===== src/design/fltpw_pkg.sv =====
// shared types, codes and constants for the four-level page table walker
`default_nettype none

package fltpw_pkg;

    localparam int PHYS_MASK_HIGH_BIT_DEF = 35;
    localparam int CMD_QUEUE_DEPTH_DEF    = 4;

    localparam int ROOT_W   = 52;
    localparam int VA_W     = 48;
    localparam int ENTRY_W  = 64;
    localparam int KIND_W   = 2;
    localparam int LEVEL_W  = 3;
    localparam int ACT_W    = 3;

    // result kinds
    localparam logic [KIND_W-1:0] KIND_READ   = 2'd0;
    localparam logic [KIND_W-1:0] KIND_DONE   = 2'd1;
    localparam logic [KIND_W-1:0] KIND_REJECT = 2'd2;

    // actions handed from front to back
    localparam logic [ACT_W-1:0] ACT_REJECT  = 3'd0;
    localparam logic [ACT_W-1:0] ACT_START   = 3'd1;
    localparam logic [ACT_W-1:0] ACT_NEXT    = 3'd2;
    localparam logic [ACT_W-1:0] ACT_FAULT   = 3'd3;
    localparam logic [ACT_W-1:0] ACT_DONE_1G = 3'd4;
    localparam logic [ACT_W-1:0] ACT_DONE_2M = 3'd5;
    localparam logic [ACT_W-1:0] ACT_DONE_4K = 3'd6;

    // walk levels
    localparam logic [LEVEL_W-1:0] LEVEL_IDLE = 3'd0;
    localparam logic [LEVEL_W-1:0] LEVEL_PT   = 3'd1;
    localparam logic [LEVEL_W-1:0] LEVEL_PD   = 3'd2;
    localparam logic [LEVEL_W-1:0] LEVEL_PDPT = 3'd3;
    localparam logic [LEVEL_W-1:0] LEVEL_PML4 = 3'd4;

    localparam int PRESENT_BIT    = 0;
    localparam int LARGE_PAGE_BIT = 7;

    typedef struct packed {
        logic [ACT_W-1:0]  act;
        logic [1:0]        idx_sel;   // level of the next entry minus one
        logic [ROOT_W-1:0] base;
        logic [VA_W-1:0]   va;
    } cmd_t;

endpackage

`default_nettype wire


===== src/design/fltpw_front.sv =====
// front end: accepts requests, tracks walk state and classifies each request
`default_nettype none

module fltpw_front
(
    input  wire logic                           clk,
    input  wire logic                           rst_n,
    input  wire logic                           take,
    input  wire logic                           opcode,
    input  wire logic [fltpw_pkg::VA_W-1:0]     virtual_address,
    input  wire logic [fltpw_pkg::ENTRY_W-1:0]  entry_value,
    input  wire logic [fltpw_pkg::ROOT_W-1:0]   table_root,
    output fltpw_pkg::cmd_t                     cmd
);

    logic [fltpw_pkg::LEVEL_W-1:0] level_reg, level_next;
    logic [fltpw_pkg::VA_W-1:0]    va_reg, va_next;
    logic                          present;
    logic                          large_page;

    assign present    = entry_value[fltpw_pkg::PRESENT_BIT];
    assign large_page = entry_value[fltpw_pkg::LARGE_PAGE_BIT];

    always_comb
    begin
        level_next  = level_reg;
        va_next     = va_reg;
        cmd.act     = fltpw_pkg::ACT_REJECT;
        cmd.idx_sel = 2'd3;
        cmd.base    = entry_value[fltpw_pkg::ROOT_W-1:0];
        cmd.va      = va_reg;
        if (!opcode)
        begin
            if (level_reg == fltpw_pkg::LEVEL_IDLE)
            begin
                cmd.act    = fltpw_pkg::ACT_START;
                cmd.base   = {table_root[fltpw_pkg::ROOT_W-1:4], 4'b0};
                cmd.va     = virtual_address;
                va_next    = virtual_address;
                level_next = fltpw_pkg::LEVEL_PML4;
            end
        end
        else if (level_reg != fltpw_pkg::LEVEL_IDLE && level_reg <= fltpw_pkg::LEVEL_PML4)
        begin
            level_next = fltpw_pkg::LEVEL_IDLE;
            if (!present)
                cmd.act = fltpw_pkg::ACT_FAULT;
            else if (level_reg == fltpw_pkg::LEVEL_PDPT && large_page)
                cmd.act = fltpw_pkg::ACT_DONE_1G;
            else if (level_reg == fltpw_pkg::LEVEL_PD && large_page)
                cmd.act = fltpw_pkg::ACT_DONE_2M;
            else if (level_reg == fltpw_pkg::LEVEL_PT)
                cmd.act = fltpw_pkg::ACT_DONE_4K;
            else
            begin
                cmd.act     = fltpw_pkg::ACT_NEXT;
                level_next  = level_reg - 3'd1;
                // next level minus one
                cmd.idx_sel = 2'(level_reg - 3'd2);
            end
        end
    end

    always_ff @(posedge clk or negedge rst_n)
    begin
        if (!rst_n)
        begin
            level_reg <= fltpw_pkg::LEVEL_IDLE;
            va_reg    <= '0;
        end
        else if (take)
        begin
            level_reg <= level_next;
            va_reg    <= va_next;
        end
    end

    a_start_goes_top: assert property (@(posedge clk) disable iff (!rst_n)
        (take && !opcode && level_reg == fltpw_pkg::LEVEL_IDLE)
            |=> level_reg == fltpw_pkg::LEVEL_PML4)
        else $error("start request did not begin walk at top level");

    a_reject_keeps_state: assert property (@(posedge clk) disable iff (!rst_n)
        (take && cmd.act == fltpw_pkg::ACT_REJECT) |=> $stable(level_reg) && $stable(va_reg))
        else $error("rejected request changed walk state");

    a_next_steps_down: assert property (@(posedge clk) disable iff (!rst_n)
        (take && cmd.act == fltpw_pkg::ACT_NEXT) |=> level_reg == $past(level_reg) - 3'd1)
        else $error("walk did not step down one level");

endmodule

`default_nettype wire


===== src/design/fltpw_cmd_queue.sv =====
// short command queue between the front end and the back end
`default_nettype none

module fltpw_cmd_queue
#(
    parameter int DEPTH = fltpw_pkg::CMD_QUEUE_DEPTH_DEF
)
(
    input  wire logic     clk,
    input  wire logic     rst_n,
    input  wire logic     wr,
    input  wire fltpw_pkg::cmd_t wr_data,
    input  wire logic     rd,
    output fltpw_pkg::cmd_t rd_data,
    output logic          not_empty,
    output logic          is_full
);

    localparam int PTR_W = (DEPTH > 1) ? $clog2(DEPTH) : 1;
    localparam int CNT_W = $clog2(DEPTH + 1);
    localparam logic [PTR_W-1:0] LAST_PTR = PTR_W'(DEPTH - 1);
    localparam logic [CNT_W-1:0] FULL_CNT = CNT_W'(DEPTH);

    fltpw_pkg::cmd_t slots_reg [DEPTH];
    logic [PTR_W-1:0] wr_ptr_reg, wr_ptr_next;
    logic [PTR_W-1:0] rd_ptr_reg, rd_ptr_next;
    logic [CNT_W-1:0] count_reg, count_next;

    assign not_empty = (count_reg != '0);
    assign is_full   = (count_reg == FULL_CNT);
    assign rd_data   = slots_reg[rd_ptr_reg];

    always_comb
    begin
        wr_ptr_next = wr ? ((wr_ptr_reg == LAST_PTR) ? '0 : wr_ptr_reg + 1'b1) : wr_ptr_reg;
        rd_ptr_next = rd ? ((rd_ptr_reg == LAST_PTR) ? '0 : rd_ptr_reg + 1'b1) : rd_ptr_reg;
        count_next  = count_reg;
        if (wr && !rd)
            count_next = count_reg + 1'b1;
        else if (rd && !wr)
            count_next = count_reg - 1'b1;
    end

    always_ff @(posedge clk)
    begin
        if (wr)
            slots_reg[wr_ptr_reg] <= wr_data;
    end

    always_ff @(posedge clk or negedge rst_n)
    begin
        if (!rst_n)
        begin
            wr_ptr_reg <= '0;
            rd_ptr_reg <= '0;
            count_reg  <= '0;
        end
        else
        begin
            wr_ptr_reg <= wr_ptr_next;
            rd_ptr_reg <= rd_ptr_next;
            count_reg  <= count_next;
        end
    end

    a_no_read_empty: assert property (@(posedge clk) disable iff (!rst_n)
        rd |-> count_reg != '0)
        else $error("command queue read while empty");

    a_no_write_full: assert property (@(posedge clk) disable iff (!rst_n)
        wr |-> (count_reg != FULL_CNT) || rd)
        else $error("command queue written while full");

    a_count_tracks: assert property (@(posedge clk) disable iff (!rst_n)
        (wr && !rd) |=> count_reg == $past(count_reg) + 1'b1)
        else $error("command queue count lost a write");

endmodule

`default_nettype wire


===== src/design/fltpw_back.sv =====
// back end: builds entry addresses and translations into the result register
`default_nettype none

module fltpw_back
#(
    parameter int PHYS_MASK_HIGH_BIT = fltpw_pkg::PHYS_MASK_HIGH_BIT_DEF
)
(
    input  wire logic                          clk,
    input  wire logic                          rst_n,
    input  wire fltpw_pkg::cmd_t               cmd,
    input  wire logic                          cmd_valid,
    output logic                               cmd_take,
    input  wire logic                          pop,
    output logic                               out_valid,
    output logic [fltpw_pkg::KIND_W-1:0]       kind,
    output logic [fltpw_pkg::ROOT_W-1:0]       read_address,
    output logic [fltpw_pkg::ROOT_W-1:0]       phys_addr,
    output logic                               fault
);

    localparam int AW = fltpw_pkg::ROOT_W;
    localparam logic [AW:0]   MASK_WIDE = ((AW+1)'(1) << (PHYS_MASK_HIGH_BIT + 1)) - (AW+1)'(1);
    localparam logic [AW-1:0] PHYS_MASK = MASK_WIDE[AW-1:0];
    localparam logic [AW-1:0] MASK_4K   = {PHYS_MASK[AW-1:12], 12'b0};
    localparam logic [AW-1:0] MASK_2M   = {PHYS_MASK[AW-1:21], 21'b0};
    localparam logic [AW-1:0] MASK_1G   = {PHYS_MASK[AW-1:30], 30'b0};

    logic                         valid_reg;
    logic [fltpw_pkg::KIND_W-1:0] kind_reg, kind_next;
    logic [AW-1:0]                raddr_reg, raddr_next;
    logic [AW-1:0]                paddr_reg, paddr_next;
    logic                         fault_reg, fault_next;
    logic [8:0]                   idx;
    logic [AW-1:0]                frame_4k;

    assign cmd_take = cmd_valid && (!valid_reg || pop);
    assign frame_4k = cmd.base & MASK_4K;

    always_comb
    begin
        case (cmd.idx_sel)
            2'd3:    idx = cmd.va[47:39];
            2'd2:    idx = cmd.va[38:30];
            2'd1:    idx = cmd.va[29:21];
            default: idx = cmd.va[20:12];
        endcase
    end

    always_comb
    begin
        kind_next  = fltpw_pkg::KIND_REJECT;
        raddr_next = '0;
        paddr_next = '0;
        fault_next = 1'b0;
        unique case (cmd.act)
            fltpw_pkg::ACT_START:
            begin
                kind_next  = fltpw_pkg::KIND_READ;
                raddr_next = cmd.base + {40'b0, idx, 3'b0};
            end
            fltpw_pkg::ACT_NEXT:
            begin
                kind_next  = fltpw_pkg::KIND_READ;
                raddr_next = frame_4k + {40'b0, idx, 3'b0};
            end
            fltpw_pkg::ACT_FAULT:
            begin
                kind_next  = fltpw_pkg::KIND_DONE;
                fault_next = 1'b1;
            end
            fltpw_pkg::ACT_DONE_1G:
            begin
                kind_next  = fltpw_pkg::KIND_DONE;
                paddr_next = (cmd.base & MASK_1G) + {22'b0, cmd.va[29:0]};
            end
            fltpw_pkg::ACT_DONE_2M:
            begin
                kind_next  = fltpw_pkg::KIND_DONE;
                paddr_next = (cmd.base & MASK_2M) + {31'b0, cmd.va[20:0]};
            end
            fltpw_pkg::ACT_DONE_4K:
            begin
                kind_next = fltpw_pkg::KIND_DONE;
                // zero leaf frame counts as a fault
                if (frame_4k == '0)
                    fault_next = 1'b1;
                else
                    paddr_next = frame_4k + {40'b0, cmd.va[11:0]};
            end
            default:
            begin
                kind_next = fltpw_pkg::KIND_REJECT;
            end
        endcase
    end

    always_ff @(posedge clk or negedge rst_n)
    begin
        if (!rst_n)
            valid_reg <= 1'b0;
        else if (cmd_take)
            valid_reg <= 1'b1;
        else if (pop)
            valid_reg <= 1'b0;
    end

    always_ff @(posedge clk)
    begin
        if (cmd_take)
        begin
            kind_reg  <= kind_next;
            raddr_reg <= raddr_next;
            paddr_reg <= paddr_next;
            fault_reg <= fault_next;
        end
    end

    assign out_valid    = valid_reg;
    assign kind         = kind_reg;
    assign read_address = raddr_reg;
    assign phys_addr    = paddr_reg;
    assign fault        = fault_reg;

    a_read_clean: assert property (@(posedge clk) disable iff (!rst_n)
        (valid_reg && kind_reg == fltpw_pkg::KIND_READ) |-> !fault_reg && paddr_reg == '0)
        else $error("read request carries translation fields");

    a_fault_zero: assert property (@(posedge clk) disable iff (!rst_n)
        (valid_reg && fault_reg) |-> kind_reg == fltpw_pkg::KIND_DONE && paddr_reg == '0)
        else $error("faulted translation has nonzero address");

    a_done_no_read: assert property (@(posedge clk) disable iff (!rst_n)
        (valid_reg && kind_reg != fltpw_pkg::KIND_READ) |-> raddr_reg == '0)
        else $error("non-read result carries read address");

endmodule

`default_nettype wire


===== src/design/four_level_page_table_walker.sv =====
// top level of the four-level page table walker
//
//  port group                        dir  handshake
//  opcode/virtual_address/entry_value in   push, full
//  kind/read_address/phys_addr/fault out  empty, pop
//  cfg_data (table_root)             in   cfg_write
//
//  one request per cycle while full is low: classification in the front end, address add in the back end
//  an accepted request is written into the command queue, then registered into the result
//  register when the back end takes it, which waits while an unpopped result is held
//  full rises when the command queue, four entries deep by default, fills behind a stalled result
//  reset clears the walk level, queue pointers and result valid; table_root resets to zero
`default_nettype none

module four_level_page_table_walker
#(
    parameter int PHYS_MASK_HIGH_BIT = fltpw_pkg::PHYS_MASK_HIGH_BIT_DEF,
    parameter int CMD_QUEUE_DEPTH    = fltpw_pkg::CMD_QUEUE_DEPTH_DEF
)
(
    input  wire logic                           clk,
    input  wire logic                           rst_n,
    input  wire logic                           cfg_write,
    input  wire logic [fltpw_pkg::ROOT_W-1:0]   cfg_data,
    input  wire logic                           push,
    output logic                                full,
    input  wire logic                           opcode,
    input  wire logic [fltpw_pkg::VA_W-1:0]     virtual_address,
    input  wire logic [fltpw_pkg::ENTRY_W-1:0]  entry_value,
    output logic                                empty,
    input  wire logic                           pop,
    output logic [fltpw_pkg::KIND_W-1:0]        kind,
    output logic [fltpw_pkg::ROOT_W-1:0]        read_address,
    output logic [fltpw_pkg::ROOT_W-1:0]        phys_addr,
    output logic                                fault
);

    logic [fltpw_pkg::ROOT_W-1:0] table_root_reg;
    logic                         take;
    logic                         q_full;
    logic                         q_not_empty;
    logic                         q_rd;
    logic                         out_valid;
    fltpw_pkg::cmd_t              front_cmd;
    fltpw_pkg::cmd_t              head_cmd;

    always_ff @(posedge clk or negedge rst_n)
    begin
        if (!rst_n)
            table_root_reg <= '0;
        else if (cfg_write)
            table_root_reg <= cfg_data;
    end

    assign full  = q_full;
    assign take  = push && !q_full;
    assign empty = !out_valid;

    fltpw_front u_front
    (
        .clk             (clk),
        .rst_n           (rst_n),
        .take            (take),
        .opcode          (opcode),
        .virtual_address (virtual_address),
        .entry_value     (entry_value),
        .table_root      (table_root_reg),
        .cmd             (front_cmd)
    );

    fltpw_cmd_queue #(
        .DEPTH (CMD_QUEUE_DEPTH)
    ) u_queue
    (
        .clk       (clk),
        .rst_n     (rst_n),
        .wr        (take),
        .wr_data   (front_cmd),
        .rd        (q_rd),
        .rd_data   (head_cmd),
        .not_empty (q_not_empty),
        .is_full   (q_full)
    );

    fltpw_back #(
        .PHYS_MASK_HIGH_BIT (PHYS_MASK_HIGH_BIT)
    ) u_back
    (
        .clk          (clk),
        .rst_n        (rst_n),
        .cmd          (head_cmd),
        .cmd_valid    (q_not_empty),
        .cmd_take     (q_rd),
        .pop          (pop),
        .out_valid    (out_valid),
        .kind         (kind),
        .read_address (read_address),
        .phys_addr    (phys_addr),
        .fault        (fault)
    );

endmodule

`default_nettype wire

===== config.mk =====
export PLATFORM = sky130hd
export DESIGN_NAME = four_level_page_table_walker
export DESIGN_NICKNAME = d
export VERILOG_FILES = /design/src/design/fltpw_pkg.sv /design/src/design/fltpw_front.sv /design/src/design/fltpw_cmd_queue.sv /design/src/design/fltpw_back.sv /design/src/design/four_level_page_table_walker.sv
export SDC_FILE = /design/constraint.sdc
export NUM_CORES = 1
export LEC_CHECK = 0
export BUFFER_PORTS_ARGS = -buffer_cell sky130_fd_sc_hd__buf_4
export CORE_MARGIN = 3
export CORE_UTILIZATION = 40
export CTS_BUF_LIST = sky130_fd_sc_hd__clkbuf_4 sky130_fd_sc_hd__clkbuf_8 sky130_fd_sc_hd__clkbuf_16
export DETAILED_ROUTE_END_ITERATION = 12
export GPL_TIMING_DRIVEN = 0
export SKIP_LAST_GASP = 1
export SLEW_MARGIN = 20
export SYNTH_ARGS = -nofsm -noshare
export SYNTH_HDL_FRONTEND = slang
export SYNTH_SLANG_ARGS = --single-unit

===== constraint.sdc =====
create_clock -name clk -period 15.2 [get_ports clk]
set_input_delay 3.8 -clock clk [delete_from_list [all_inputs] [get_ports clk]]
set_output_delay 3.8 -clock clk [all_outputs]
set_load 0.005 [all_outputs]

==> run metrics, run 1 <==
outcome=finished clean; # rows=92; CTS max path bufs=3; top-count cell post-synth=edfxtp_1; CP startpoint kind=flop; initial antenna violation count=10; Initial DRT Pass Iterations=5; wire length of the first global-routing pass=93,200 um; max-slew violation count=0; fin crit share=45.0%; max reg flops=420; DRC violations left=0; Gate power share=38.4%; crit path DAT=7220 ps; clock slew at reported path FFs=60 ps; Setup TNS=0 ps; #FFs+latches synth=618; Critical Path Fanout Max=10; I/O pin cnt=279; Clk Latency, worst-skew pair=590 ps; Crit Path Class=flop to flop; RSZ-0062 raised after global routing=no; Max Cap Viol=0; final core area utilization=between 40% and 50%; Final Hold Viols=0; Crit. End Element=flop; RD Place Congestion=0.832; dpl cell area=29,300 um2; top-area cell type share of the netlist area=59.1%; CTS hold repair buffers=0; mapped cell area=26,000 um2; post-CTS resize count=0; Avg Vias per Cell=5.27; Slew HR=between 30% and 40%; sequential share of power=38.1%; cell count of the worst hold path=1; largest net degree at the start of global routing=77; Setup WS post-layout=about 8400 ps; chip height=261 um; CTS Buf Count=68; peak supply drop=106 uV; gr usage total=between 10% and 20%; Ys Warns=0; syn_area_per_cell=17.7 um2; routed len/inst=23.2 um; Detailed Route Iter0 Violations=973; Final setup viols=0; share of cells above drive strength 1=approximately 39%; Post-Place Worst Slack=8280 ps; sequential fraction of the synthesis area=69.4%; number of global-route vias before repair=14,800; I/O Buffers=245; measured slew at the worst slew-check pin=1030 ps; DR vias=14,300; fin area=31,700 um2; clk sinks=618; # fillers=5,343; NumNets Final=2,007; Internal=between 4 and 5 mW; gate count of the mapped netlist=1,470; top post-synthesis cells by area=edfxtp_1 (59%), dfrtp_1 (10%), mux2_2 (8.9%); Hold Path Class=flop to flop; global route overflow=0; Synth cell types=60; Total Wirelength=63,100 um; Peak Freq=146 MHz; placed insts=approximately 2,600; # Post-CTS Setup Buffers=0; Detail Placement HPWL=44,100 um; Switching Power=2.36 mW; post-route insts no fill=between 2,000 and 3,000; Async S/R FF share, synth=17.3%; LEAKAGE=roughly 11 nW; clk root buf=clkbuf_16; die footprint=68,000 um2; Initial Utilization=about two fifths; TritonCTS clock tree=yes; P per Cell Area=between 200 and 250 nW/um2; Yosys top cell by area=edfxtp_1; synthesis-to-layout area growth=21.9%; Required @ worst endpoint=15,580 ps; Main synth FF type=edfxtp_1; Core ar.=63,700 um2; Die X=around 260 um; switching share of power=33.4%; crit path time final=around 6800 ps; Clk pwr share=between 20% and 30%; EDFF count, synth=511; Worst Skew=about 15 ps; synth cell count leaders=edfxtp_1 (511), mux2_2 (205), dfrtp_1 (107); Final ANT Viol Nets=0; R2R cell count=17; H-tree depth=3
## cell type report
| cell class | count | area, um2 | area share (%) |
|---|---|---|---|
| Timing Repair Buffer | 260 | 2230 | 7.04 |
| Clock buffer | 108 | 2200 | 6.95 |
| Inverter | 24 | 90.1 | 0.285 |
| Tap cell | 846 | 1060 | 3.34 |
| Multi-Input combinational cell | 757 | 7470 | 23.6 |
| Sequential cell | 618 | 18000 | 56.9 |
| Clock inverter | 15 | 120 | 0.379 |
| Antenna cell | 2 | 5.00 | 0.0158 |
| Buffer | 86 | 455 | 1.44 |
## power by group through the flow
stage / Combinational (mW) / Clock, mW / Sequential [mW]
after floorplan: 1.70 / 0 / 2.72
after global placement: 2.62 / 0 / 2.78
after detailed placement: 2.73 / 0 / 2.72
after CTS: 2.75 / 1.70 / 2.69
after global routing: 2.93 / 1.78 / 2.73
final: 2.71 / 1.66 / 2.69
## per-layer routing
layer | share of wire, % | global-route usage, %
met1 | 43 | 24.9
met2 | 49 | 30.6
met3 | 6.7 | 4.96
met4 | 1.8 | 4.32
met5 | 0.18 | 0
## stage by stage
step	power, mW	hold WS, ps
3_5_place_dp	5.46	487
4_1_cts	7.14	500
2_1_floorplan	4.42	456
5_1_grt	7.44	507
6_report	7.07	495
3_3_place_gp	5.39	471
## cells in the final DEF, fill, tap and decap left out, types with 5 or more instances in the layout
master and count:
buf_12 5, nor3b_1 5, nor4_1 9, buf_1 8
o21ai_1 5, mux2_2 205, nor2b_1 27, clkinv_2 9
o22ai_1 17, buf_16 11, mux4_1 6, buf_4 264
edfxtp_1 511, o21ai_0 38, or3_1 11, clkbuf_8 15
buf_2 11, clkbuf_4 19, a21oi_1 29, nand2_1 71
xnor2_1 20, clkbuf_1 42, mux2i_1 22, conb_1 16
nor3_1 7, nand3_1 12, inv_1 23, clkinv_1 5
ha_1 20, mux4_2 97, nand4_1 12, xor2_1 17
dfrtp_1 107, clkbuf_16 74, nor2_1 46
## worst paths after layout
check	startpoint	endpoint	slack (ps)
setup / recovery	u_queue.rd_ptr_reg[1]	u_back.read_address[16]	8360
hold / removal	u_queue.count_reg[2]	u_queue.count_reg[2]	490
setup reg to reg	u_queue.rd_ptr_reg[1]	u_back.read_address[16]	8360
hold reg to reg	u_queue.count_reg[2]	u_queue.count_reg[2]	490
max in group asynchronous	rst_n	table_root_reg[44]	11380
min in group asynchronous	rst_n	table_root_reg[8]	3070
## critical path: stages (launching register included)
cell and delay [ps]:
dfrtp_1 340, buf_2 270, buf_2 350, buf_1 660, clkbuf_1 570, clkbuf_1 630
mux4_2 480, mux2_2 280, o21ai_0 540, inv_1 100, ha_1 320, a211oi_1 90
o41ai_1 380, a31o_2 340, clkbuf_1 630, nand2_1 140, xor2_1 170, o21ai_0 290
## kinds of logic (layout without fill, tap and decap cells)
group,count (synthesis),count (layout),share of synthesized area (%)
fa+ha+maj,22,22,1.12
buf+inv,110,493,2.10
xor+xnor,37,37,1.25
other cells,1,18,0.0144
flops,618,618,69.4
mux,330,330,18.8
compound gates,120,120,2.74
simple gates,232,232,4.61
(Power assumes the default switching activity.)
==> run 2: changes to the inputs <==
clock period = 6.65 ns   (was 15.2 ns; I/O delays follow)
==> run 2 against run 1 <==
Compared with the run above: final cell count is essentially flat; via count rose by 0.31%; clock skew grew 11 ps; core utilization down 0.16 points; non-clock buffer count fell by 1; combinational power up 130%; global-route usage barely moved; wire length barely moved; sequential power increased by 130%; critical endpoint is now u_back.read_address[49]; largest power group unchanged; highest routed layer unchanged.
==> run metrics, run 2 (synthesis results as in run 1) <==
max-slew violation count=0; most frequent cells in the layout=edfxtp_1 (511), buf_4 (264), mux2_2 (205), dfrtp_1 (107), mux4_2 (97); Final setup viols=0; Initial Utilization=about two fifths; I/O pin cnt=279; Slowest cell on crit path=mux4_2; Worst Skew=25.8 ps; max reg flops=420; Crit. End Element=flop; chip height=261 um; dpl cell area=29,300 um2; Avg Vias per Cell=5.29; Initial DRT Pass Iterations=5; RSZ-0062 raised after global routing=no; crit path time final=6150 ps; DR vias=14,400; crit-path cells=buf_6, buf_8, buf_4, buf_4, mux4_2, clkbuf_1, buf_2, mux2i_1, o21ai_0, ha_1, inv_1, fa_1, nand2b_1, a211oi_1, o211ai_1, or3_1, or4b_1, a21oi_1; most common cell after layout, fill and taps aside=edfxtp_1; CP startpoint kind=flop; fin crit share=92.5%; CTS max path bufs=3; critical path's most frequent cell=buf_4; Core ar.=63,700 um2; clk sinks=approximately 620; Peak Freq=163 MHz; Final ANT Viol Nets=0; I/O Buffers=245; RD Place Congestion=0.819; number of global-route vias before repair=14,800; NumNets Final=2,006; TritonCTS clock tree=yes; share of cells above drive strength 1=about two fifths; clk root buf=clkbuf_16; routed len/inst=23.2 um; CTS Buf Count=68; Crit Path Class=flop to flop; cell family with most CP delay=buffers and inverters; Max Cap Viol=0; Hold Path Class=flop to flop; crit path DAT=6560 ps; Total Wirelength=63,100 um; Setup TNS=0 ps; LEAKAGE=11.4 nW; # rows=just over 90; Crit path largest cell delay=between 500 and 600 ps; peak supply drop=250 uV; synthesis-to-layout area growth=21.5%; # Post-CTS Setup Buffers=0; clock slew at reported path FFs=60 ps; Detailed Route Iter0 Violations=971; fin area=31,600 um2; global route overflow=0; Hold Slack=roughly 490 ps; initial antenna violation count=11; Die X=261 um; P per Cell Area=508 nW/um2; Required @ worst endpoint=between 7000 and 8000 ps; largest net degree at the start of global routing=77; Slew HR=25.9%; measured slew at the worst slew-check pin=1110 ps; gr usage total=a little under a fifth; CTS hold repair buffers=0; Final Hold Viols=0; wire length of the first global-routing pass=92,900 um; Critical Path Fanout Max=10; outcome=finished clean; H-tree depth=3; buffers and inverters on the worst path=7; die footprint=roughly 68,000 um2; Detail Placement HPWL=44,100 um; DRC violations left=0; Clk Latency, worst-skew pair=~600 ps
run 2: changes by cell type in the layout (fill, tap and decap cells not counted), sizes merged:
cell and delta:
buf -1, bufinv +2, clkbuf -14, clkinv +6
clkinvlp +4, diode +3, inv +1
run 2: cell type report:
cell class | count | area, um2
Antenna cell | 5 | 12.5
Buffer | 85 | 454
Clock buffer | 94 | 1970
Clock inverter | 28 | 243
Fill cell | 5302 | 32100
Inverter | 24 | 90.1
Multi-Input combinational cell | 757 | 7470
Sequential cell | 618 | 18000
Tap cell | 846 | 1060
Timing Repair Buffer | 260 | 2230
run 2: power breakdown:
part           internal (mW)  leakage [nW]  switching [mW]
logic                   2.61          4.25            3.58
registers               5.81          6.03           0.336
clock network           2.23          1.10            1.47
run 2: path summary, 6_finish.rpt:
kind	startpoint	cells after the start	endpoint	slack [ps]
max in group asynchronous	rst_n	2	table_root_reg[39]	4950
min in group asynchronous	rst_n	1	table_root_reg[7]	940
min reg2reg	u_queue.count_reg[2]	1	u_queue.count_reg[2]	490
max	u_queue.rd_ptr_reg[0]	18	u_back.read_address[49]	500
max reg2reg	u_queue.rd_ptr_reg[0]	18	u_back.read_address[49]	500
min	u_queue.count_reg[2]	1	u_queue.count_reg[2]	490
run 2: per-layer routing:
layer	wire length, um	vias to the layer above	GRT usage, %
met5	51	-	0
met4	1290	8	5.28
met3	4530	91	4.75
met2	30900	421	30.6
met1	26300	7410	24.6
li1	-	6436	-
run 2: metrics by stage:
stage | setup WS, ps | instances | power [mW] | util [%]
final | 502 | 2717 | 16.0 | 49.6
after global routing | 34.2 | 2712 | 16.9 | 49.5
after CTS | 201 | 2712 | 16.2 | 49.5
after detailed placement | -257 | 2591 | 12.5 | 46.1
after global placement | -1020 | 2576 | 12.3 | 45.4
after floorplan | 1130 | 1485 | 10.1 | -
run 2: repair_timing:
action	4_1_cts	5_1_grt
gates resized for setup	0	4
gates cloned	0	0
setup endpoints to repair	19	7
run 2: worst register-to-register path, cell delays in order, from the launching register on:
cell and delay (ps):
dfrtp_1 360, buf_6 210, buf_8 200, buf_4 280
buf_4 280, mux4_2 520, clkbuf_1 330, buf_2 340
mux2i_1 160, o21ai_0 400, ha_1 290, inv_1 70
fa_1 370, nand2b_1 210, a211oi_1 460, o211ai_1 240
or3_1 510, or4b_1 500, a21oi_1 240
==> run 3: changes to the inputs <==
PLACE_DENSITY = 0.58   (was default)
REMOVE_ABC_BUFFERS = 1   (was default)
==> run 3 against run 2 <==
Compared with the run above: highest routed layer is now met4; clock skew is 3.2 ps higher; final area is 0.15% lower; global-route usage is 0.85 points lower; worst setup slack worse by 30 ps; total power hardly changed; core utilization is 0.073 points lower; hold slack better by 14 ps; critical path depth is 4 lower; critical path type unchanged; count of clock-buffer cells in the layout is 1 higher.
==> run metrics, run 3 (synthesis results as in run 1) <==
Final Hold Viols=0; largest net degree at the start of global routing=59; RD Place Congestion=0.819; global route overflow=0; Avg Vias per Cell=5.27; Clk pwr share=between 20% and 30%; Total Wirelength=59,900 um; clock slew at reported path FFs=approximately 60 ps; Slew HR=28.0%; TritonCTS clock tree=yes; outcome=finished clean; Final ANT Viol Nets=0; Max Cap Viol=0; cell family with most CP delay=simple AND/OR/NAND/NOR gates; peak supply drop=330 uV; clk sinks=618; Die X=approximately 260 um; Critical Path End=u_back.read_address[45]; Final setup viols=0; # Post-CTS Setup Buffers=0; measured slew at the worst slew-check pin=1080 ps; crit path DAT=between 6000 and 7000 ps; R2R cell count=14; Core ar.=63,700 um2; clk root buf=clkbuf_16; LEAKAGE=11.3 nW; Gate power share=a little under two fifths; Switching Power=5.32 mW; post-CTS resize count=0; Clk Latency, worst-skew pair=600 ps; Slowest cell on crit path=mux4_2; CTS Buf Count=68; fin crit share=between 90% and 100%; Required @ worst endpoint=7060 ps; Setup WS post-layout=472 ps; RSZ-0062 raised after global routing=no; Peak Freq=162 MHz; Post-Place Worst Slack=between 400 and 500 ps; CP Depth=14; H-tree depth=3; max-slew violation count=0; most frequent cells in the layout=edfxtp_1 (511), buf_4 (245), mux2_2 (205), dfrtp_1 (105), mux4_2 (97); Crit Path Class=flop to flop; crit-path cells=buf_16, buf_12, mux4_2, mux2i_1, o21ai_0, ha_1, inv_1, fa_1, nand2b_1, a211oi_1, nor2_1, nand4bb_1, or3_1, a21oi_1; CTS max path bufs=3; Worst Skew=28.9 ps; initial antenna violation count=0; final core area utilization=49.5%; Internal=10.7 mW; wire length of the first global-routing pass=90,300 um; DR vias=between 10,000 and 15,000; P per Cell Area=508 nW/um2; Initial DRT Pass Iterations=5; Initial Utilization=40.8%; chip height=261 um; worst flop-to-flop path endpoint=u_back.read_address[45]; I/O pin cnt=approximately 280; share of cells above drive strength 1=approximately 40%; Crit. End Element=flop; buffers and inverters on the worst path=3; # rows=about 90; number of global-route vias before repair=14,700; Worst R2R Setup Slack=roughly 470 ps; DRC violations left=0; CP startpoint=u_queue.rd_ptr_reg[0]; NumNets Final=1,936; die footprint=68,000 um2; max reg flops=420; Crit path largest cell delay=850 ps; switching share of power=33.2%; sequential share of power=38.9%; synthesis-to-layout area growth=21.3%; Detail Placement HPWL=39,800 um; Critical Path Fanout Max=32; routed len/inst=22.6 um; CP startpoint kind=flop; I/O Buffers=between 200 and 250; CTS hold repair buffers=0; crit path time final=6180 ps; Hold Path Class=flop to flop; Detailed Route Iter0 Violations=between 800 and 900; most common cell after layout, fill and taps aside=edfxtp_1; Worst R2R Start=u_queue.rd_ptr_reg[0]; gr usage total=17.8%
==> run 3: worst min path at each step <==
stage	startpoint	to	cells after the start
after global routing	u_front.va_reg[8]	u_front.va_reg[8]	1
after global placement	u_queue.count_reg[2]	u_queue.count_reg[2]	1
final	u_front.va_reg[33]	u_front.va_reg[33]	1
after floorplan	u_queue.count_reg[2]	u_queue.count_reg[2]	1
after detailed placement	u_front.va_reg[18]	u_front.va_reg[18]	1
after CTS	u_front.va_reg[18]	u_front.va_reg[18]	1
==> run 3: metrics by stage <==
stage	TNS (ps)	instance area [um2]	cells	power [mW]	hold WS, ps
after floorplan	-348030	25600	1399	10.1	456
after global placement	-3509790	28500	2491	12.5	473
after detailed placement	0	29300	2520	12.5	489
after CTS	0	31500	2644	16.2	502
after global routing	0	31500	2644	16.9	507
final	0	31500	2645	16.0	499
==> run 3: area by class of cell <==
cell class	instances	area (um2)
flip-flops and latches	618	18000
clock inverters	29	241
clock buffers	95	1990
well taps	846	1060
diodes	1	2.50
multi-input cells	757	7520
repair buffers	275	2580
fillers	5296	32100
inverters	24	90.1
==> run 3: routing by layer <==
metal,global-route usage (%),share of wire (%)
met4,5.61,2.3
met1,24.6,45
met3,3.26,5.2
met2,28.7,48
met5,0,0
==> run 3: power groups by stage <==
| stage | clock (mW) | combinational, mW | sequential, mW |
|---|---|---|---|
| floorplan | 0 | 3.70 | 6.44 |
| global placement | 0 | 5.71 | 6.76 |
| detailed placement | 0 | 6.14 | 6.34 |
| CTS | 3.80 | 6.16 | 6.26 |
| global route | 3.96 | 6.64 | 6.35 |
| finish | 3.70 | 6.08 | 6.24 |
==> run 3: worst reg2reg max path: cells and delay by family, from the launching register on <==
family                     cells  cell delay (ps)
AOI/OAI and AO/OA              3             1210
muxes                          2             1170
buffers and inverters          3              620
DFF                            1              670
and+or+nand+nor                4             1680
adders and majority gates      2              640
